===== src/sv/sem_pkg.sv =====
// sem_pkg: shared types and constants of the Sobel edge magnitude core.
// Used by the front, queue, back and top modules of the core; no dependencies.
package sem_pkg;

  localparam int DEF_MAX_LINE_WIDTH = 2048;
  localparam int FW_W = 12;
  localparam int FH_W = 13;
  localparam int CFG_DW = 13;
  localparam int VW = 14;
  localparam logic [FW_W-1:0] FW_RESET = 12'd640;
  localparam logic [FH_W-1:0] FH_RESET = 13'd480;

  localparam logic CFG_FRAME_WIDTH  = 1'b0;
  localparam logic CFG_FRAME_HEIGHT = 1'b1;
  localparam logic OP_FLUSH = 1'b1;

  // window pixels except the center: 00 01 02 10 12 20 21 22
  typedef struct packed {
    logic [7:0][7:0] pix;
    logic            interior;
    logic            frame_end;
  } qent_t;

  typedef struct packed {
    logic  push;
    qent_t ent;
  } qwr_t;

endpackage


===== src/sv/sem_queue.sv =====
// sem_queue: two-entry queue between front and back.
// Depends on sem_pkg.
module sem_queue import sem_pkg::*; (
  input  logic  clk,
  input  logic  rst_n,
  input  qwr_t  qwr_i,
  output logic  full,
  output logic  q_valid,
  output qent_t q_ent,
  input  logic  pop
);
  qent_t mem_r [2];
  logic wp_r, rp_r;
  logic [1:0] cnt_r;
  logic do_pop;

  assign full = (cnt_r == 2'd2);
  assign q_valid = (cnt_r != 2'd0);
  assign q_ent = mem_r[rp_r];
  assign do_pop = pop && q_valid;

  always_ff @(posedge clk) begin
    if (qwr_i.push) begin
      mem_r[wp_r] <= qwr_i.ent;
    end
    if (!rst_n) begin
      wp_r  <= 1'b0;
      rp_r  <= 1'b0;
      cnt_r <= 2'd0;
    end else begin
      if (qwr_i.push) wp_r <= !wp_r;
      if (do_pop) rp_r <= !rp_r;
      cnt_r <= cnt_r + 2'(qwr_i.push) - 2'(do_pop);
    end
  end
endmodule


===== config.mk =====
export PLATFORM = sky130hd
export DESIGN_NAME = sem_queue
export DESIGN_NICKNAME = d
export VERILOG_FILES = /design/src/sv/sem_pkg.sv /design/src/sv/sem_queue.sv
export SDC_FILE = /design/constraint.sdc
export NUM_CORES = 1
export LEC_CHECK = 0
export ABC_AREA = 1
export BUFFER_PORTS_ARGS = -buffer_cell sky130_fd_sc_hd__buf_2
export CAP_MARGIN = 30
export CORE_MARGIN = 2
export CORE_UTILIZATION = 50
export CTS_BUF_LIST = sky130_fd_sc_hd__clkbuf_4 sky130_fd_sc_hd__clkbuf_8
export CTS_CLUSTER_SIZE = 12
export DETAILED_ROUTE_END_ITERATION = 7
export GPL_ROUTABILITY_DRIVEN = 0
export PLACE_DENSITY = 0.76
export SETUP_SLACK_MARGIN = 0.02
export SYNTH_ARGS = -nofsm -noshare
export SYNTH_HDL_FRONTEND = slang
export SYNTH_SLANG_ARGS = --single-unit

===== constraint.sdc =====
create_clock -name clk -period 5 [get_ports clk]
set_clock_uncertainty 0.15 [all_clocks]
set_input_delay 0.5 -clock clk [delete_from_list [all_inputs] [get_ports clk]]
set_output_delay 0.5 -clock clk [all_outputs]
set_load 0.05 [all_outputs]

; Word level (Yosys, flattened, before mapping)
; Memories as Yosys holds them, arrays and structs flattened. A register that Yosys moved wholly into a read port is not among the register bits.
; Cells that the tools add are included.
; W data, S select, Z words.
[totals]
regBits = 4
ramBits = 132
inputBits = 70
output_inout_bits = 68
elab_cells = 15
n_memories = 1
[memory_table]
columns = memory, depth, word_bits, read_ports, rd_clocked_by_memory_dff, wr, line
row1 = mem_r, 2, 66, 1, 1, 1, sem_queue.sv:12  ; qent_t mem_r [2];
[classes]
n_addsub = 2
n_eq_ne = 1
mux = 4
n_reduce_logical = 4
[op_table]
columns = operator, n
row1 = $mux W1, 4
row2 = $add A2 B1 Y2, 1
row3 = $eq A2 B2 Y1 const B, 1
row4 = $logic_not A1 Y1, 2
row5 = $reduce_bool A2 Y1, 1
row6 = $sub A2 B1 Y2, 1
row7 = $logic_and A1 B1 Y1, 1

; Longest topological paths before layout
[depth]
ltp_word = 4
depth_mapped = 10
depth_no_buf = 10

; Worst setup path before layout
; Ideal clock, no wire load.
[synth_timing]
path_type = in2reg
start = input port qwr_i[66] in the netlist's numbering
end = memory mem_r[0][0] in the netlist's numbering, enable pin
setup_time_ps = 492
arrival_ps = 3308
required_ps = 4358
path_slack_ps = 1050
stages = 2
path_buffers = 0
cell_sequence = inv_1 > nor2_1
[synth_between]
elab_chain_len = 2
[synth_lines]
columns = element, line
row1 = start: declaration, sem_queue.sv:6  ; input qwr_t qwr_i,
row2 = $mux W1, sem_queue.sv:23  ; if (qwr_i.push) begin
row3 = $mux W1 (implied by the code), sem_queue.sv:24  ; mem_r[wp_r] <= qwr_i.ent;
row4 = end: declaration, sem_queue.sv:12
; Every way passes these cells.

==> results_dict.tcl <==
set metrics [dict create \
    status "completed" \
    critPathKind "register to output pin" \
    p_int_mw 2.03 \
    slew_headroom 0.444 \
    wire_per_inst_um 15.8 \
    rr_worst_depth 3 \
    holdCritStartpoint "qwr_i[6]" \
    r2r_setup_slack_ns 2.86 \
    yosys_warnings 0 \
    final-seq-area_mm2 0.00407 \
    cts.clk_slew.worst_paths_ns 0.08 \
    rsz0062_at_grt "no" \
    wl_met3_um 682 \
    drive_above_1_share 0.590 \
    required_ns 4.35 \
    overflow 0 \
    setup_violations 0 \
    dp.cells 511 \
    cts.sinks 137 \
    initialDrtViolationCount 121 \
    fp-row-count 37 \
    cts_buffers 17 \
    drv_cap 0 \
    top_layer_used "met5" \
    nets 466 \
    netlist.area_leader.share 0.768 \
    multi_input_area_mm2 0.00101 \
    p_clk_frac 0.259 \
    setup_tns_ns 0 \
    reg2reg_to "mem_r[1][32]" \
    postCtsSetupBuffers 0 \
    peakVddDrop_mv 0.313 \
    die_w_um 106 \
    max_freq_mhz 387 \
    route.detailed.drc 0 \
    netSwitchingPower_mw 1.08 \
    route.met2.wl_mm 4.23 \
    synth_area_mm2 0.00516 \
    cts-resized-gates 0 \
    port-buffer-count 137 \
    postSynthCellCount 241 \
    ios 138 \
    grt_max_degree 48 \
    first_global_vias 2716 \
    grt_antenna_before_repair 1 \
    yosys.area.top_type "edfxtp_1" \
    instances_no_fill 543 \
    setup.worst_path.end "q_ent[0]" \
    fp.dieH_um 106 \
    min_path_type "primary input to register" \
    n_fill_cell 768 \
    die_area_mm2 0.0112 \
    powerDensity_mw_per_mm2 487 \
    synth-seq-area-share 0.787 \
    min_period_ns 2.59 \
    grt_usage 0.156 \
    syn_avg_cell_area_um2 21.4 \
    drt.antenna.violating_nets 0 \
    core_mm2 0.0102 \
    clk_latency_ns 0.41 \
    slew_violations 0 \
    dp_hpwl_mm 5.71 \
    mostFrequentLayoutCells "137 x buf_2, 132 x edfxtp_1, 40 x mux2_4" \
    m1WireLength_mm 3.58 \
    cts_hold_buffers 0 \
    synth.area.top_cells "edfxtp_1 77%, mux2_4 12%, mux2_2 5.7%, dfxtp_1 1.9%, buf_6 1.1%" \
    arrival_ns 1.94 \
    cts_max_path_buffers 2 \
    grt_pass1_wl_mm 13.0 \
    swShare 0.348 \
    mostFrequentLayoutCell "buf_2" \
    ys_ff_latch 137 \
    cts_root_buf "clkbuf_8" \
    syn_nets 313 \
    r2r_start "wp_r" \
    start_util 0.507 \
    startpoint_type "register" \
    min_period_over_period 0.517 \
    n_antenna_cell 0 \
    synthDistinctLibCells 12 \
    htree_levels 4 \
    combPwrFrac 0.297 \
    worstMarginPinSlew_ns 0.833 \
    cts_tree "built" \
    routed_wl_mm 8.60 \
    cp-end-kind "output pin" \
    finalHoldViolCount 0 \
    leakagePower_nw 2.51 \
    via_per_inst 4.88 \
    drt_first_pass_iters 6 \
    p_seq_frac 0.444 \
    syn2layout_area_growth_pct 23.7 \
    via_count 2650 \
    crit_fanout 47 \
]
-- cell type report --
type	instances	share of cell area
clock buffer	17	0.0366
clock inverter	15	0.0200
inverter	8	0.00470
multi-input combinational	89	0.158
sequential	137	0.637
tap	136	0.0266
timing repair buffer	141	0.117
-- kinds of logic (layout without fill, tap and decap cells) --
| kind of cell | count (synthesis) | in the layout | share of synthesized area |
|---|---|---|---|
| flip-flops | 137 | 137 | 0.787 |
| multiplexers | 66 | 66 | 0.173 |
| AND/OR/NAND/NOR | 20 | 20 | 0.0150 |
| buffers and inverters | 15 | 181 | 0.0187 |
| adder cells (fa/ha/maj) | 2 | 2 | 0.00485 |
| AO/OA/AOI/OAI | 1 | 1 | 0.000969 |
-- synth_stat cells --
master / number
edfxtp_1: 132
mux2_2: 26
buf_6: 5
nand2_1: 8
ha_1: 2
nor2_1: 10
dfxtp_1: 5
mux2_4: 40
a21oi_1: 1
inv_1: 8
nand3_1: 2
buf_2: 2
-- sequential cells by signal, summed over array words and instances, names as in the netlist, named ones only --
register	flops
mem_r	132
cnt_r	2
rp_r	1
wp_r	1
-- critical path: stages, from the launching register on --
cell	delay [ns]
dfxtp_4	0.57
buf_16	0.30
mux2_2	0.38
buf_2	0.21
-- through the flow --
| stage | total power [mW] | worst slack [ns] | area [um^2] | hold WS (ns) | utilization |
|---|---|---|---|---|---|
| after floorplan | 2.16 | 1.05 | 5160 | 0.317 | - |
| after global placement | 2.31 | 2.43 | 5980 | 0.340 | 0.587 |
| after detailed placement | 2.34 | 2.63 | 6020 | 0.355 | 0.592 |
| after CTS | 3.14 | 2.37 | 6390 | 0.0866 | 0.627 |
| after global routing | 3.23 | 2.33 | 6390 | 0.0766 | 0.627 |
| final | 3.11 | 2.41 | 6390 | 0.114 | 0.627 |
-- metal layers --
layer / GRT usage / vias to the layer above
li1: - / 1234
met1: 0.189 / 1292
met2: 0.253 / 112
met3: 0.0600 / 10
met4: 0.0602 / 2
met5: 0 / -
-- how the worst min path moves through the flow --
stage                   to  slack [ns]  depth (start not counted)
6_report       mem_r[1][6]        0.11                          1
3_3_place_gp          rp_r        0.34                          2
5_1_grt        mem_r[1][9]        0.08                          1
3_5_place_dp      register        0.35                          2
4_1_cts        mem_r[1][6]        0.09                          1
2_1_floorplan     register        0.32                          2
-- power groups by stage --
stage / registers (mW) / logic (mW) / clock network (mW)
2_1_floorplan: 1.38 / 0.778 / 0
3_3_place_gp: 1.46 / 0.857 / 0
3_5_place_dp: 1.41 / 0.931 / 0
4_1_cts: 1.38 / 0.933 / 0.826
5_1_grt: 1.39 / 0.969 / 0.870
6_report: 1.38 / 0.926 / 0.805
No activity file was read; power rests on OpenSTA's default activity.
