**src/sv/sem_pkg.sv**
```systemverilog
// sem_pkg: shared types and constants of the Sobel edge magnitude core.
// Used by the front, queue, back and top modules of the core; no dependencies.
package sem_pkg;

  localparam int DEF_MAX_LINE_WIDTH = 2048;
  localparam int FW_W = 12;
  localparam int FH_W = 13;
  localparam int CFG_DW = 13;
  localparam int VW = 14;
  localparam logic [FW_W-1:0] FW_RESET = 12'd640;
  localparam logic [FH_W-1:0] FH_RESET = 13'd480;

  localparam logic CFG_FRAME_WIDTH  = 1'b0;
  localparam logic CFG_FRAME_HEIGHT = 1'b1;
  localparam logic OP_FLUSH = 1'b1;

  // window pixels except the center: 00 01 02 10 12 20 21 22
  typedef struct packed {
    logic [7:0][7:0] pix;
    logic            interior;
    logic            frame_end;
  } qent_t;

  typedef struct packed {
    logic  push;
    qent_t ent;
  } qwr_t;

endpackage

```
**src/sv/sem_out_if.sv**
```systemverilog
// sem_out_if: result channel of the Sobel edge magnitude core.
// Depends on nothing.
interface sem_out_if;
  logic       valid;
  logic       ready;
  logic [7:0] edge_value;
  logic       frame_end;
  modport source(output valid, edge_value, frame_end, input ready);
  modport sink(input valid, edge_value, frame_end, output ready);
endinterface

```
**src/sv/sem_back.sv**
```systemverilog
// sem_back: Sobel sums, squared magnitude and iterative integer root.
// Depends on sem_pkg and sem_out_if.
module sem_back import sem_pkg::*; (
  input  logic    clk,
  input  logic    rst_n,
  input  logic    q_valid,
  input  qent_t   q_ent,
  output logic    pop,
  sem_out_if.source out_res
);
  typedef enum logic [4:0] {
    B_IDLE = 5'b00001, B_GRAD = 5'b00010, B_SQR = 5'b00100,
    B_ROOT = 5'b01000, B_OUT = 5'b10000
  } bstate_t;

  bstate_t state_r, state_nxt;
  logic [7:0][7:0] pix_r;
  logic end_r;
  logic [9:0] ax_r, ay_r;
  logic [19:0] sx_r, sy_r;
  logic [15:0] v_r, res_r, bit_r;
  logic [7:0] edge_r;
  logic sqr_ph_r;

  logic signed [11:0] gx, gy;
  logic [22:0] fs;
  logic [16:0] t;

  assign pop = (state_r == B_IDLE) && q_valid;

  always_comb begin
    gx = (12'(pix_r[2]) + 12'({pix_r[4], 1'b0}) + 12'(pix_r[7]))
       - (12'(pix_r[0]) + 12'({pix_r[3], 1'b0}) + 12'(pix_r[5]));
    gy = (12'(pix_r[5]) + 12'({pix_r[6], 1'b0}) + 12'(pix_r[7]))
       - (12'(pix_r[0]) + 12'({pix_r[1], 1'b0}) + 12'(pix_r[2]));
    fs = (23'(sx_r) + 23'(sy_r)) << 2;
    t = 17'(res_r) + 17'(bit_r);
    state_nxt = state_r;
    case (state_r)
      B_IDLE:  if (q_valid) state_nxt = q_ent.interior ? B_GRAD : B_OUT;
      B_GRAD:  state_nxt = B_SQR;
      B_SQR:   if (sqr_ph_r) state_nxt = (fs >= 23'd65536) ? B_OUT : B_ROOT;
      B_ROOT:  if (bit_r == 16'd1) state_nxt = B_OUT;
      B_OUT:   if (out_res.ready) state_nxt = B_IDLE;
      default: state_nxt = B_IDLE;
    endcase
  end

  assign out_res.valid = (state_r == B_OUT);
  assign out_res.edge_value = edge_r;
  assign out_res.frame_end = end_r;

  always_ff @(posedge clk) begin
    if (!rst_n) begin
      state_r <= B_IDLE;
    end else begin
      state_r <= state_nxt;
    end
    case (state_r)
      B_IDLE: begin
        pix_r    <= q_ent.pix;
        end_r    <= q_ent.frame_end;
        edge_r   <= 8'd0;
        sqr_ph_r <= 1'b0;
      end
      B_GRAD: begin
        ax_r <= gx[11] ? 10'(-gx) : 10'(gx);
        ay_r <= gy[11] ? 10'(-gy) : 10'(gy);
      end
      B_SQR: begin
        if (!sqr_ph_r) begin
          sx_r     <= ax_r * ax_r;
          sy_r     <= ay_r * ay_r;
          sqr_ph_r <= 1'b1;
        end else begin
          v_r    <= fs[15:0];
          res_r  <= 16'd0;
          bit_r  <= 16'h4000;
          edge_r <= 8'd255;
        end
      end
      B_ROOT: begin
        if (17'(v_r) >= t) begin
          v_r   <= v_r - t[15:0];
          res_r <= (res_r >> 1) + bit_r;
          if (bit_r == 16'd1) edge_r <= 8'(((res_r >> 1) + bit_r));
        end else begin
          res_r <= res_r >> 1;
          if (bit_r == 16'd1) edge_r <= 8'(res_r >> 1);
        end
        bit_r <= bit_r >> 2;
      end
      B_OUT: begin
      end
      default: begin
      end
    endcase
  end
endmodule

```
**src/flat_wrapper.sv**
```systemverilog
// flat-port wrapper written by rule: the top's interface ports become plain ports
module sem_back_flat import sem_pkg::*;
  (clk, rst_n, q_valid, q_ent, pop, out_res_valid, out_res_edge_value, out_res_frame_end, out_res_ready);
  sem_out_if out_res_i ();
  input  logic clk;
  input  logic rst_n;
  input  logic q_valid;
  input  qent_t q_ent;
  output logic pop;
  output wire logic [$bits(out_res_i.valid)-1:0] out_res_valid;
  output wire logic [$bits(out_res_i.edge_value)-1:0] out_res_edge_value;
  output wire logic [$bits(out_res_i.frame_end)-1:0] out_res_frame_end;
  input wire logic [$bits(out_res_i.ready)-1:0] out_res_ready;
  assign out_res_valid = out_res_i.valid;
  assign out_res_edge_value = out_res_i.edge_value;
  assign out_res_frame_end = out_res_i.frame_end;
  assign out_res_i.ready = out_res_ready;
  sem_back u_core (.clk(clk), .rst_n(rst_n), .q_valid(q_valid), .q_ent(q_ent), .pop(pop), .out_res(out_res_i));
endmodule
```
**config.mk**
```make
export PLATFORM = sky130hd
export DESIGN_NAME = sem_back_flat
export DESIGN_NICKNAME = d
export VERILOG_FILES = /design/src/sv/sem_pkg.sv /design/src/sv/sem_out_if.sv /design/src/sv/sem_back.sv /design/src/flat_wrapper.sv
export SDC_FILE = /design/constraint.sdc
export NUM_CORES = 1
export LEC_CHECK = 0
export BUFFER_PORTS_ARGS = -buffer_cell sky130_fd_sc_hd__buf_2
export CAP_MARGIN = 20
export CORE_AREA = 10 10 256 258
export CTS_CLUSTER_SIZE = 24
export DETAILED_ROUTE_END_ITERATION = 8
export DIE_AREA = 0 0 266 268
export PLACE_DENSITY = 0.47
export SYNTH_ARGS = -nofsm -noshare
export SYNTH_HDL_FRONTEND = slang
export SYNTH_SLANG_ARGS = --single-unit
```
**constraint.sdc**
```tcl
create_clock -name clk -period 6.55 [get_ports clk]
set_clock_uncertainty 0.2 [all_clocks]
set_input_delay 0.9825 -clock clk [delete_from_list [all_inputs] [get_ports clk]]
set_output_delay 0.9825 -clock clk [all_outputs]
set_load 0.02 [all_outputs]
```
Yosys cells after proc, flatten, opt, wreduce, memory -nomap -nowiden
Index checks and enable logic that the tools add are counted.

Add/sub/neg operators: 16. $mul: 2. Div/mod/pow operators: 0. $lt $le $gt $ge: 2. Equal/unequal tests: 11. Shift-type cells: 0. Muxes and demuxes: 23. Bitwise gates (word level): 1. Reductions and logical operators: 9.

Operators by type and width (count): 16-bit case mux with 2 select lines (3); 16-bit two-way mux (5); 12-bit by 8-bit adder with 12-bit output (4); 8-bit by 9-bit adder with 10-bit output (4); 10-bit by 10-bit multiplier with 20-bit output (2); 8-bit two-way mux (4); 5-bit two-way mux (6); 5-bit case mux with 5 select lines (1); 8-bit case mux with 3 select lines (1); 12-bit subtractor (2); 23-bit by 17-bit >= comparator with 1-bit output (second input constant) (1); 20-bit by 20-bit adder with 21-bit output (1); 10-bit two-way mux (2); 10-bit negation (2); 16-bit by 16-bit adder with 17-bit output (1); 16-bit by 17-bit >= comparator with 1-bit output (1); 15-bit by 16-bit adder with 16-bit output (1); 16-bit by 1-bit equality test with 1-bit output (second input constant) (1); 16-bit subtractor (1); 2-bit by 1-bit != test with 1-bit output (second input constant) (4); 3-bit AND reduction (2); 5-bit by 1-bit equality test with 1-bit output (second input constant) (1); 5-bit by 2-bit equality test with 1-bit output (second input constant) (1); 5-bit by 3-bit equality test with 1-bit output (second input constant) (1); 10 further kinds (12).

Flip-flop bits (word level): 187. Bits in latches: 0. RAM bits: 0. Memory bits (read-only): 0. Output and inout port bits: 11. Word-level logic and storage cells: 83. Memories kept: 0.

Longest topological paths before layout
Depth in word-level cells: 5. Depth in mapped cells: 23.

Worst setup path before layout
Ideal clock, no wire load.

Path kind: register to register. Start: register u_core.ax_r[0]. End: register u_core.sx_r[19], data pin. Arrival time: 4876 ps. Data required time: 6082 ps. Path slack: 1207 ps. Cell stages (with the launch flop): 21. Buffers on the path: 1. Path through: edfxtp_1 clkbuf_1 nand2_1 fa_1 fa_1 inv_1 fa_1 fa_1 inv_1 fa_1 inv_1 ha_1 o21a_1 o21ai_0 nand2b_1 nand2_1 o21ai_0 nand3_1 nand3_1 o41ai_1 xnor2_1.

Longest elaborated chain between the ends: 1.

RTL lines: from (decl) (line sem_back.sv:19) `logic [9:0] ax_r, ay_r;`; from (signal assigned) (line sem_back.sv:67) `ax_r <= gx[11] ? 10'(-gx) : 10'(gx);`; 10-bit by 10-bit multiplier with 20-bit output (line sem_back.sv:72) `sx_r <= ax_r * ax_r;`; to (signal assigned) (line sem_back.sv:72); to (decl) (line sem_back.sv:20) `logic [19:0] sx_r, sy_r;`.

No other way between the ends. A chain may end at the register's enable or synchronous reset.

Worst setup path after layout
Start: register u_core.ay_r[6]. End: register u_core.sy_r[19], data pin.

Longest elaborated chain between the ends: 1.

RTL lines: from (decl) (line sem_back.sv:19); from (signal assigned) (line sem_back.sv:68) `ay_r <= gy[11] ? 10'(-gy) : 10'(gy);`; 10-bit by 10-bit multiplier with 20-bit output (line sem_back.sv:73) `sy_r <= ay_r * ay_r;`; to (signal assigned) (line sem_back.sv:73); to (decl) (line sem_back.sv:20).

No other way between the ends.

==> results.md <==
- Status: finished clean
- Syn-to-layout area delta: 11.6%
- Initial antenna violation count: 0
- R2R Setup Slk: 740 ps
- Final Hold Vio Count: 0
- Slew Limit Headroom: 37.1%
- Top cells by count, synth: inv_1 (282), ha_1 (213), edfxtp_1 (172), fa_1 (133), nand2_1 (131)
- CP most frequent cell: fa_1
- Post-CTS sizing: 0
- Via density: 4.42
- # nets final: 2142
- Worst-case clock buffer depth: 2
- Post-synth top area cell: edfxtp_1
- Final WL: 35.3 mm
- Sink Count: 177
- Synthesized area: 0.0168 mm2
- RSZ-0062 raised after global routing: no
- CP arrival: 5820 ps
- Avg Inst Size Synth: 10.1 um2
- GRT Residual Overflow: 0
- Most common cell in the netlist: inv_1
- Sum of negative setup slack: 0 ps
- WS Path Type: reg -> reg
- Vias in the first global route: 11817
- Worst-case hold path end point: u_core.bit_r[8]
- F_max: 172 MHz
- First-pass DRT Iterations: 5
- Hold path start: u_core.bit_r[10]
- Port buffer count: 80
- Setup violators final: 0
- Syn_nets: 2068
- Slew Limit Fails: 0
- Hpwl dp: 29.3 mm
- Ys Warns: 0
- Final Cycle Share: 88.7%
- Max incr delay on CP: 560 ps
- Multi-input logic area: 0.0103 mm2
- Clk root buf: clkbuf_16
- # IOs: 81
- Max-cap viol count: 0
- # hold bufs at CTS: 0
- Crit end category: flip-flop
- H-tree depth: 4
- Share of cells above drive strength 1: 8.22%
- Total GRT Usage: 10.3%
- Setup bufs post-CTS: 0
- Async SR Flop Fraction: 0%
- CP cell instances: nand2_1 > inv_1 > fa_1 > fa_1 > ha_1 > fa_1 > inv_1 > fa_1 > inv_1 > ha_1 > and3_1 > a21oi_1 > o21ai_0 > nor4b_1 > o21ai_0 > nand3_1 > nand3_1 > o41ai_1 > xnor2_1
- Core area: 0.0601 mm2
- Post-synth EDFFs: 172
- Worst-Skew Late Latency: 480 ps
- Starting DRT DRC Count: 436
- Slowest-stage cell, CP: edfxtp_1
- Worst r2r path cells: 19
- TritonCTS clock tree: done
- Rows: 90
- DR vias: 11143
- Die width: 266 um
- Mapped Cells: 1652
- Hold crit path type: reg -> reg
- DRT antenna net count: 0
- Reg clk slew, reported paths: 80 ps
- Worst hold stages: 1
- Initial core utilization: 27.9%
- Die Span Y: 268 um
- Global-route wire length before repair: 59.0 mm
- Sequential share of the synthesized area: 31.4%
- CTS Buf Count: 17
- CP Max Fanout: 10
- Top_reg_cell synth: edfxtp_1
- Pin count of the biggest net entering global routing: 67
- Placed Cells: 2488
- Tmin final: 5810 ps
- Reg2reg end: u_core.sy_r[19]
- Fill count: 6324
- DRC Markers: 0
- Crit path launch type: flip-flop
- R2R Path Start: u_core.ay_r[6]
- Register bit total from synthesis: 177
- Least-Margin Pin Slew: 943 ps
- CP required: 6560 ps
- GPL Wtd Cong: 0.781
- Reg area: 0.00527 mm2
- Final Non-Filler Cells: 2522
- Die Area: 0.0713 mm2
- Yosys top cell area share: 30.8%
- Detailed-route wire length per cell: 14.0 um
- Distinct cells, synth: 58
- Synth top area cells: edfxtp_1 (31%), ha_1 (16%), fa_1 (16%)
[worst max-delay path by stage]
stage | start | end | slack, ps | cells after the start
floorplan | u_core.ax_r[0] | u_core.sx_r[19] | 1210 | 20
global placement | u_core.ax_r[1] | u_core.sx_r[19] | 800 | 19
detailed placement | u_core.ax_r[1] | u_core.sx_r[19] | 750 | 19
CTS | u_core.ay_r[1] | u_core.sy_r[19] | 740 | 19
global route | u_core.ax_r[1] | u_core.sx_r[19] | 390 | 19
finish | u_core.ay_r[6] | u_core.sy_r[19] | 740 | 19
[metrics by stage]
stage	setup WS (ps)	hold WS (ps)	instance area (um2)	utilization (%)
finish	737	436	18700	31.1
global route	387	438	18700	31.1
CTS	736	433	18700	31.0
detailed placement	754	424	18100	30.0
global placement	802	416	18100	30.0
floorplan	1210	286	16800	-
[layout by cell type, fill, tap and decap left out, drive strengths merged, types with 11 or more instances in the layout]
| master | Yosys | routed |
|---|---|---|
| a21o | 24 | 24 |
| a21oi | 82 | 82 |
| a31oi | 11 | 11 |
| and2 | 60 | 60 |
| and3 | 14 | 14 |
| buf | 1 | 88 |
| clkbuf | 32 | 17 |
| edfxtp | 172 | 172 |
| fa | 133 | 133 |
| ha | 213 | 213 |
| inv | 282 | 289 |
| nand2 | 131 | 131 |
| nand2b | 12 | 12 |
| nand3 | 18 | 18 |
| nor2 | 87 | 87 |
| nor2b | 29 | 29 |
| nor3 | 15 | 15 |
| o21a | 13 | 13 |
| o21ai | 64 | 64 |
| o21bai | 21 | 21 |
| xnor2 | 108 | 108 |
| xor2 | 38 | 38 |
[flip-flops by register name (all words and copies together) (netlist names)]
signal                     flops
u_core.ax_r                   10
u_core.ay_r                   10
u_core.bit_r                   8
u_core.out_res.edge_value      8
u_core.out_res.frame_end       1
u_core.pix_r                  64
u_core.res_r                  16
u_core.sqr_ph_r                1
u_core.state_r                 5
u_core.sx_r                   19
u_core.sy_r                   19
u_core.v_r                    16
[cell families after synthesis]
kind of cell,share of synthesized area (%)
and+or+nand+nor,11.3
adders and majority gates,31.8
buffers and inverters,7.06
xor gates and xnor gates,7.63
AOI/OAI and AO/OA,10.3
muxes,0.433
DFF,31.4
[area by class of cell]
| class | instances | area share [%] |
|---|---|---|
| clock inverters | 15 | 0.897 |
| diodes | 1 | 0.0134 |
| well taps | 782 | 5.24 |
| clock buffers | 17 | 2.28 |
| inverters | 282 | 5.66 |
| flip-flops and latches | 177 | 28.2 |
| repair buffers | 88 | 2.57 |
| multi-input cells | 1160 | 55.2 |
[critical path, delay by kind of cell, from the launching register on]
| kind | cells | cell delay, ps |
|---|---|---|
| AO/OA/AOI/OAI | 4 | 780 |
| flip-flops | 1 | 560 |
| XOR/XNOR | 1 | 130 |
| AND/OR/NAND/NOR | 5 | 990 |
| adder cells (fa/ha/maj) | 6 | 2710 |
| buffers and inverters | 3 | 170 |
[metal layers]
layer / GRT usage, % / up-vias / wire length (um)
li1: - / 5656 / -
met1: 12.7 / 5328 / 16300
met2: 18.1 / 133 / 17600
met3: 2.04 / 26 / 996
met4: 2.96 / 0 / 431
met5: 0 / - / 0
Power is left out: the tool's default activity adds up to more than one toggle a clock period on the data nets, which glitch-free logic cannot reach.
